==> src/hw/rtl/dow_pkg.sv <==
package dow_pkg;

    localparam logic [7:0]  UNLOCK_FIRST_RESET  = 8'd165;
    localparam logic [7:0]  UNLOCK_SECOND_RESET = 8'd90;
    localparam logic [15:0] TIMEOUT_RESET       = 16'd50;
    localparam logic [3:0]  REQUEST_BITS        = 4'hF;

    localparam int BIT_MASTER   = 0;
    localparam int BIT_PEDAL    = 1;
    localparam int BIT_AIRWHEEL = 2;
    localparam int BIT_DIGITAL  = 3;

    typedef enum logic [1:0] {
        REG_UNLOCK_FIRST  = 2'd0,
        REG_UNLOCK_SECOND = 2'd1,
        REG_TIMEOUT_TICKS = 2'd2
    } reg_index_t;

    typedef struct packed {
        logic [7:0] control_counter;
        logic [7:0] control_key_a;
        logic [7:0] control_key_b;
        logic [7:0] control_request;
        logic [7:0] pedal_counter;
        logic [7:0] airwheel_counter;
        logic [7:0] digital_counter;
    } in_item_t;

    typedef struct packed {
        logic [3:0]  active_mask;
        logic [3:0]  requested_mask;
        logic [15:0] control_freshness;
    } out_item_t;

    typedef struct packed {
        logic [3:0]  wanted;
        logic [15:0] age;
        logic        fresh;
    } ctl_status_t;

endpackage

==> src/hw/rtl/dow_frame_age.sv <==
module dow_frame_age (
    input  logic        clk,
    input  logic        rst_n,
    input  logic        advance,
    input  logic [7:0]  counter,
    input  logic [15:0] timeout,
    output logic        fresh
);

    logic [7:0]  seen_reg;
    logic [7:0]  seen_next;
    logic [15:0] age_reg;
    logic [15:0] age_next;

    always_comb
    begin
        seen_next = seen_reg;
        age_next  = age_reg;
        if (counter != seen_reg)
        begin
            seen_next = counter;
            age_next  = 16'd0;
        end
        else if (age_reg < timeout)
        begin
            age_next = age_reg + 16'd1;
        end
        fresh = (age_next < timeout);
    end

    always_ff @(posedge clk or negedge rst_n)
    begin
        if (!rst_n)
        begin
            seen_reg <= 8'd0;
            age_reg  <= dow_pkg::TIMEOUT_RESET;
        end
        else if (advance)
        begin
            seen_reg <= seen_next;
            age_reg  <= age_next;
        end
    end

endmodule

==> src/hw/rtl/dow_control.sv <==
module dow_control (
    input  logic                clk,
    input  logic                rst_n,
    input  logic                advance,
    input  logic [7:0]          counter,
    input  logic [7:0]          key_a,
    input  logic [7:0]          key_b,
    input  logic [7:0]          request,
    input  logic [7:0]          unlock_first,
    input  logic [7:0]          unlock_second,
    input  logic [15:0]         timeout,
    output dow_pkg::ctl_status_t status
);

    logic [7:0]  seen_reg;
    logic [7:0]  seen_next;
    logic [3:0]  wanted_reg;
    logic [3:0]  wanted_next;
    logic [15:0] age_reg;
    logic [15:0] age_next;

    always_comb
    begin
        seen_next   = seen_reg;
        wanted_next = wanted_reg;
        age_next    = age_reg;
        if (counter != seen_reg)
        begin
            seen_next = counter;
            if (key_a == unlock_first && key_b == unlock_second)
            begin
                wanted_next = request[3:0] & dow_pkg::REQUEST_BITS;
                age_next    = 16'd0;
            end
            else
            begin
                wanted_next = 4'd0;
                age_next    = timeout;
            end
        end
        else if (age_reg < timeout)
        begin
            age_next = age_reg + 16'd1;
        end
        status.wanted = wanted_next;
        status.age    = age_next;
        status.fresh  = (age_next < timeout);
    end

    always_ff @(posedge clk or negedge rst_n)
    begin
        if (!rst_n)
        begin
            seen_reg   <= 8'd0;
            wanted_reg <= 4'd0;
            age_reg    <= dow_pkg::TIMEOUT_RESET;
        end
        else if (advance)
        begin
            seen_reg   <= seen_next;
            wanted_reg <= wanted_next;
            age_reg    <= age_next;
        end
    end

endmodule

==> src/hw/rtl/debug_override_watchdog.sv <==
// Debug override watchdog. Each input item is one task tick carrying the
// receive counters of the control, pedal, air/wheel and digital debug frames
// plus the first three control bytes; each item yields exactly one result
// item, and a new item is taken every cycle the output register is free or
// being drained. A changed control counter with matching unlock bytes
// latches the requested flags; a mismatch clears them and expires the
// control frame. The active mask is a requested, fresh master plus each
// requested source whose frame arrived within timeout_ticks ticks, or empty.
// Write the unlock bytes and timeout only while no item is in flight.
module debug_override_watchdog (
    input  logic               clk,
    input  logic               rst_n,
    input  logic               in_valid,
    output logic               in_stall,
    input  dow_pkg::in_item_t  in_item,
    output logic               out_valid,
    input  logic               out_stall,
    output dow_pkg::out_item_t out_item,
    input  logic               cfg_wr_en,
    input  logic [1:0]         cfg_index,
    input  logic [15:0]        cfg_data
);

    logic [7:0]  unlock_first_reg;
    logic [7:0]  unlock_second_reg;
    logic [15:0] timeout_reg;

    logic               out_valid_reg;
    dow_pkg::out_item_t out_item_reg;
    dow_pkg::out_item_t out_item_next;

    logic                 accept;
    dow_pkg::ctl_status_t ctl_status;
    logic                 pedal_fresh;
    logic                 airwheel_fresh;
    logic                 digital_fresh;

    assign in_stall  = out_valid_reg && out_stall;
    assign accept    = in_valid && !in_stall;
    assign out_valid = out_valid_reg;
    assign out_item  = out_item_reg;

    always_ff @(posedge clk or negedge rst_n)
    begin
        if (!rst_n)
        begin
            unlock_first_reg  <= dow_pkg::UNLOCK_FIRST_RESET;
            unlock_second_reg <= dow_pkg::UNLOCK_SECOND_RESET;
            timeout_reg       <= dow_pkg::TIMEOUT_RESET;
        end
        else if (cfg_wr_en)
        begin
            unique case (dow_pkg::reg_index_t'(cfg_index))
                dow_pkg::REG_UNLOCK_FIRST:  unlock_first_reg  <= cfg_data[7:0];
                dow_pkg::REG_UNLOCK_SECOND: unlock_second_reg <= cfg_data[7:0];
                dow_pkg::REG_TIMEOUT_TICKS: timeout_reg       <= cfg_data;
                default: ;
            endcase
        end
    end

    dow_control u_control (
        .clk           (clk),
        .rst_n         (rst_n),
        .advance       (accept),
        .counter       (in_item.control_counter),
        .key_a         (in_item.control_key_a),
        .key_b         (in_item.control_key_b),
        .request       (in_item.control_request),
        .unlock_first  (unlock_first_reg),
        .unlock_second (unlock_second_reg),
        .timeout       (timeout_reg),
        .status        (ctl_status)
    );

    dow_frame_age u_pedal (
        .clk     (clk),
        .rst_n   (rst_n),
        .advance (accept),
        .counter (in_item.pedal_counter),
        .timeout (timeout_reg),
        .fresh   (pedal_fresh)
    );

    dow_frame_age u_airwheel (
        .clk     (clk),
        .rst_n   (rst_n),
        .advance (accept),
        .counter (in_item.airwheel_counter),
        .timeout (timeout_reg),
        .fresh   (airwheel_fresh)
    );

    dow_frame_age u_digital (
        .clk     (clk),
        .rst_n   (rst_n),
        .advance (accept),
        .counter (in_item.digital_counter),
        .timeout (timeout_reg),
        .fresh   (digital_fresh)
    );

    always_comb
    begin
        out_item_next.active_mask       = 4'd0;
        out_item_next.requested_mask    = ctl_status.wanted;
        out_item_next.control_freshness = ctl_status.age;
        if (ctl_status.wanted[dow_pkg::BIT_MASTER] && ctl_status.fresh)
        begin
            out_item_next.active_mask[dow_pkg::BIT_MASTER]   = 1'b1;
            out_item_next.active_mask[dow_pkg::BIT_PEDAL]    =
                ctl_status.wanted[dow_pkg::BIT_PEDAL] && pedal_fresh;
            out_item_next.active_mask[dow_pkg::BIT_AIRWHEEL] =
                ctl_status.wanted[dow_pkg::BIT_AIRWHEEL] && airwheel_fresh;
            out_item_next.active_mask[dow_pkg::BIT_DIGITAL]  =
                ctl_status.wanted[dow_pkg::BIT_DIGITAL] && digital_fresh;
        end
    end

    always_ff @(posedge clk or negedge rst_n)
    begin
        if (!rst_n)
        begin
            out_valid_reg <= 1'b0;
        end
        else if (accept)
        begin
            out_valid_reg <= 1'b1;
        end
        else if (!out_stall)
        begin
            out_valid_reg <= 1'b0;
        end
    end

    always_ff @(posedge clk)
    begin
        if (accept)
        begin
            out_item_reg <= out_item_next;
        end
    end

    a_accept_gives_result: assert property (
        @(posedge clk) disable iff (!rst_n) accept |=> out_valid_reg
    ) else $error("accepted item produced no result");

    a_active_needs_master: assert property (
        @(posedge clk) disable iff (!rst_n)
        out_valid_reg |-> (out_item_reg.active_mask == 4'd0 ||
                           out_item_reg.active_mask[dow_pkg::BIT_MASTER])
    ) else $error("source active without master");

    a_active_within_request: assert property (
        @(posedge clk) disable iff (!rst_n)
        out_valid_reg |->
            ((out_item_reg.active_mask & ~out_item_reg.requested_mask) == 4'd0)
    ) else $error("active flag not requested");

    a_master_fresh: assert property (
        @(posedge clk) disable iff (!rst_n)
        (out_valid_reg && out_item_reg.active_mask[dow_pkg::BIT_MASTER]) |->
            (out_item_reg.control_freshness < timeout_reg)
    ) else $error("master active on stale control frame");

endmodule
==> config.mk <==
export PLATFORM = sky130hd
export DESIGN_NAME = debug_override_watchdog
export DESIGN_NICKNAME = d
export VERILOG_FILES = /design/src/hw/rtl/dow_pkg.sv /design/src/hw/rtl/dow_frame_age.sv /design/src/hw/rtl/dow_control.sv /design/src/hw/rtl/debug_override_watchdog.sv
export SDC_FILE = /design/constraint.sdc
export NUM_CORES = 1
export LEC_CHECK = 0
export BUFFER_PORTS_ARGS = -buffer_cell sky130_fd_sc_hd__buf_2
export CAP_MARGIN = 20
export CORE_UTILIZATION = 53
export CTS_CLUSTER_DIAMETER = 120
export DETAILED_ROUTE_END_ITERATION = 6
export GPL_ROUTABILITY_DRIVEN = 0
export PLACE_DENSITY = 0.72
export REMOVE_ABC_BUFFERS = 1
export SLEW_MARGIN = 20
export SYNTH_ARGS = -nofsm -noshare
export SYNTH_HDL_FRONTEND = slang
export SYNTH_HIERARCHICAL = 1
export SYNTH_SLANG_ARGS = --single-unit
export TNS_END_PERCENT = 5
==> constraint.sdc <==
create_clock -name clk -period 5.06 [get_ports clk]
set_input_delay 1.012 -clock clk [delete_from_list [all_inputs] [get_ports clk]]
set_output_delay 1.012 -clock clk [all_outputs]
set_load 0.01 [all_outputs]
# == Word-level counts from Yosys, hierarchy flattened ==
# Index checks and enable logic that the tools add are counted.
# classes
reduce_logical,16
add_sub_neg,4
magnitude_cmp,8
eq_ne,9
mux,14
# op_table
operator,n
16-bit two-way mux,9
16-bit < comparator,8
"16-bit by 1-bit adder with 16-bit output, second input constant",4
8-bit inequality test,4
8-bit equality test,2
2-bit AND reduction,7
4-bit two-way mux,2
1-bit logical AND,7
1-bit two-way mux,3
"2-bit by 1-bit equality test with 1-bit output, second input constant",1
"2-bit equality test, second input constant",1
2-bit logical NOT,1
"2-bit by 1-bit inequality test with 1-bit output, second input constant",1
1-bit logical NOT,1
# word_totals
output_inout_bits,26
reg_bits,157
wordCells,68

# == Longest topological paths before layout ==
# depth
depth_word,7
depth_mapped,19
mapped_depth_nobuf,17

# == Hierarchy ==
# The synthesis kept the hierarchy.
# modules_own_cells
module,area_per_inst_um2,instances,seq_area_each_um2,cells_per_inst
dow_control,3119.2,1,704.4,379
dow_frame_age at u_airwheel,2409.8,1,604.3,290
dow_frame_age at u_pedal,2368.5,1,604.3,273
dow_frame_age at u_digital,2326.0,1,604.3,274
debug_override_watchdog,2025.7,1,1560.2,100

# == Worst setup path after synthesis ==
# No wires, ideal clock.
# synth_path
path_type,input port to flip-flop
startpoint,input in_item[33] (netlist name)
endpoint,"register out_item_reg (netlist bit out_item[21]), data pin"
stages,15
required_ps,4928
setup_ps,132
t_arrival_ps,4158
path_slack_ps,770
path_cell_list,xnor2_1 nand4_1 nor4_2 nor2_1 clkbuf_1 a32oi_1 o211ai_1 ha_1 a21o_1 a2111oi_0 nand3_1 a311oi_1 a41o_1 and2_1 and3_1
# synth_rtl
item,line_no,source
from (decl),debug_override_watchdog.sv:15,"input dow_pkg::in_item_t in_item,"
to (signal assigned),debug_override_watchdog.sv:140,out_item_reg <= out_item_next;
to (decl),debug_override_watchdog.sv:29,dow_pkg::out_item_t out_item_reg;

# == Worst setup path after layout ==
# layout_path
startpoint,register timeout_reg[5]
endpoint,"register out_item_reg (netlist bit out_item[22]), data pin"
# layout_between
elab_chain_cells,5
word_cells_on_any_way,11
classes_between,4 x order compare; 5 x mux; 2 x reduce/logical
# layout_rtl
item,line_no,source
from (decl),debug_override_watchdog.sv:26,logic [15:0] timeout_reg;
from (signal assigned),debug_override_watchdog.sv:49,timeout_reg <= dow_pkg::TIMEOUT_RESET;
from (signal assigned),debug_override_watchdog.sv:56,dow_pkg::REG_TIMEOUT_TICKS: timeout_reg <= cfg_data;
16-bit < comparator,dow_frame_age.sv:24,else if (age_reg < timeout)
16-bit two-way mux,dow_frame_age.sv:24,
16-bit two-way mux,dow_frame_age.sv:19,if (counter != seen_reg)
via u_airwheel.age_next[14],dow_frame_age.sv:13,logic [15:0] age_next;
16-bit < comparator,dow_frame_age.sv:28,fresh = (age_next < timeout);
via airwheel_fresh,debug_override_watchdog.sv:35,logic airwheel_fresh;
1-bit logical AND,debug_override_watchdog.sv:114,ctl_status.wanted[dow_pkg::BIT_AIRWHEEL] && airwheel_fresh;
# The timed path passes the listed nets, and every way through them passes these cells.
# A chain may end at the register's enable or synchronous reset.

==> impl_results.md <==
- Worst reg-to-reg setup slack: 0.26 ns
- Count of distinct cell types in the synthesized netlist: 81
- Warnings, synthesis: 6
- RSZ-0062 raised after global routing: no
- Final Non-Filler Cells: 1718
- Routed wire length: 32.67 mm
- Hold Crit Depth: 1
- CTS tree: done
- R2r endpoint: out_item[22]
- Top library cells by usage in the layout, fill and taps aside: ha_1, dfrtp_1, buf_2
- Number of port buffers: 100
- Via density: 6.340
- Wire length of the first global-routing pass: 53.27 mm
- Number of pins with negative max-slew slack in the final report: 0
- Leading register cell type out of synthesis: dfrtp_1
- Seq cells post-synth: 157
- Flip-flop count of the largest register after layout: 24
- Slew at the pin closest to its max-slew limit: 0.9995 ns
- First-iteration detailed-routing DRC count: 786
- All-Layer GR Usage: 0.2825
- Number of buffers inserted by post-CTS setup repair: 0
- Minimum hold slack: 0.5051 ns
- Final setup vio count: 0
- Ranking of synthesized cells by area: dfrtp_1, ha_1, mux2_2, edfxtp_1, dfstp_2
- H-tree depth reported by CTS: 4
- Largest voltage drop on the vdd net: 0.1985 mV
- Start point of the critical path: timeout_reg[5]
- Worst R2R Start: timeout_reg[5]
- # DRC: 0
- First drt pass iteration count: 5
- Count of final hold-check violations: 0
- Post-DRT Antenna Nets: 0
- Layout cells sized above 1: 0.2068
- Number of sinks driven by the clock tree: 157
- Setup Skew: 0.01593 ns
- Number of flops mapped to enable cells by yosys: 24
- Proportion of register bits with asynchronous set or reset after synthesis: 0.8471
- Worst-case headroom to the max-slew limit: 0.3337
- Area of the core: 22640 um2
- Depth of the worst register-to-register path: 15
- Category of the critical setup timing path: flop to flop
- Number of antenna violations at the first check in global routing: 2
- Critical path peak fanout: 14
- Uppermost signal routing layer after detailed routing: met4
- Data required time at the worst endpoint: 5.34 ns
- Number of instances in the synthesized netlist: 1316
- Leakage power: 6.095 nW
- Synth Cell Area: 12250 um2
- Buffer cell driving the clock tree root: clkbuf_16
- Run status: completed
- Clock transition time at the flip-flop clock pins of the worst setup and hold paths: 0.06 ns
- Hold Crit Start: u_control/wanted_reg[0]
- Mean instance size in the synthesized netlist: 9.308 um2
- TritonCTS Buffers: 17
- Length of routed met3 wiring: 2.231 mm
- Min-delay worst type: flop to flop
- Areal power density over the cells: 289.5 nW/um2
- Startpoint types: flop
- Post-layout nets: 1621
- Peak Freq: 208.5 MHz
- Max clock buf depth: 2
- Arr. time, crit path: 5.08 ns
- Die area: 23720 um2
- Total number of vias: 10890
- Cell accounting for the most synthesized area: dfrtp_1
- Type of element capturing the critical path: flop
- Number of placed cells counting well taps: 1684
- Worst setup endpoint: out_item[22]
- WL/cell: 19.02 um
- Routed length on met2: 15.13 mm
- Effective utilization at floorplan: 0.5410
- Insertion delay of the later-clocked pin in the worst-skew pair: 0.43 ns
- Largest net degree at the start of global routing: 103
- Via count of the first global-routing pass: 10450
- Met1 wire length: 14.36 mm
- Core Rows: 55
- Share of the synthesized area in the top cell type: 0.2247
- Most common cell after layout, fill and taps aside: ha_1
- I/O pins: 105
- Max-cap check violation count: 0
- Proportion of synthesized chip area in sequential cells: 0.3329
- Ratio of final minimum period to clock period: 0.9477
- Die span in y: 154.0 um
- Post-DP HPWL: 23.51 mm
- Signed area change from the synthesized netlist to the final layout: 12.39%
- Gr ovfl total: 0
- Die X-Extent: 154.0 um
- Period minus WS final: 4.795 ns
-- how the worst min path moves through the flow --
stage / end
final: u_control/wanted_reg[0]
after global routing: u_control/wanted_reg[0]
after CTS: u_control/wanted_reg[0]
after detailed placement: u_control/wanted_reg[0]
after global placement: u_control/wanted_reg[3]
after floorplan: u_control/wanted_reg[0]
-- worst max-delay path, cell delays in order, from the launching register on --
cell and delay, ns:
dfstp_2 0.68, inv_1 0.11, ha_1 0.30, and3_4 0.17
a221o_1 0.39, a221oi_4 0.28, nand3_2 0.26, or4_1 0.57
a21oi_1 0.21, ha_1 0.29, and4_1 0.24, a221oi_1 0.41
and4b_1 0.24, o21ai_0 0.07, o21ai_0 0.21, and3_1 0.21
-- synthesized netlist by cell type (3+ instances only) --
master and number:
a21o_1 18, inv_1 87, nand2_1 85, buf_6 4
xor2_1 30, nor4_2 3, nand2b_4 3, nor3_1 23
o311ai_0 19, dfrtp_1 110, o21ai_0 58, a31oi_1 7
a41oi_1 4, and2_1 9, clkbuf_1 37, a32oi_1 4
or3_1 30, nand4_1 54, o21a_1 4, dfstp_2 23
o31ai_1 12, buf_2 9, mux2_2 75, a211oi_1 8
a21boi_0 5, a22o_1 6, nor2_1 70, xnor2_1 40
or2_2 5, and4_1 8, nor4_1 12, nor2b_1 12
edfxtp_1 24, o211ai_1 38, a21oi_1 52, nand3_1 83
ha_1 124, o22ai_1 3, a2111oi_0 3, or4_1 32
and3_1 24, nand2b_1 7, a211o_1 3
-- through the flow --
stage | utilization | cell area, um2 | setup TNS, ns | power, mW | worst slack (ns)
6_report | 0.6081 | 13770 | 0 | 3.985 | 0.2645
3_5_place_dp | 0.5804 | 13140 | 0 | 2.639 | 0.3163
5_1_grt | 0.6081 | 13770 | 0 | 4.204 | 0.02911
2_1_floorplan | - | 12020 | -51.24 | 2.261 | -0.7715
3_3_place_gp | 0.5804 | 13140 | 0 | 2.601 | 0.3557
4_1_cts | 0.6076 | 13760 | 0 | 3.999 | 0.3237
-- cells by family (layout without fill, tap and decap cells) --
family                   after synthesis  count (layout)  synth area share
AND/OR/NAND/NOR                      479             479            0.2188
AO/OA/AOI/OAI                        271             271            0.1554
flip-flops                           157             157            0.3329
buffers and inverters                138             253           0.04566
adder cells (fa/ha/maj)              124             124            0.1267
multiplexers                          77              77           0.07058
XOR/XNOR                              70              70           0.05005
other                                  0               2                 0
-- report_power, final --
group          switching, mW  internal [mW]  total (mW)
logic                  0.574          0.448        1.02
registers              0.181           1.44        1.62
clock network          0.533          0.809        1.34
-- per-layer routing --
metal	GRT usage	up-vias
li1	-	5175
met1	0.3793	5220
met2	0.4558	434
met3	0.05101	63
met4	0.1014	0
met5	0	-
-- cell type report --
class	count	area, um2
diodes	2	5.005
clock buffers	23	509.2
clock inverters	9	106.4
fillers	1946	8874
inverters	88	330.3
multi-input cells	1021	7627
flip-flops and latches	157	4078
well taps	285	356.6
repair buffers	133	754.5
-- what timing repair did --
action,CTS,global route
gates resized for setup,0,2
endpoints found under the setup margin,0,1
hold buffers,0,0
(Power assumes the default switching activity.)
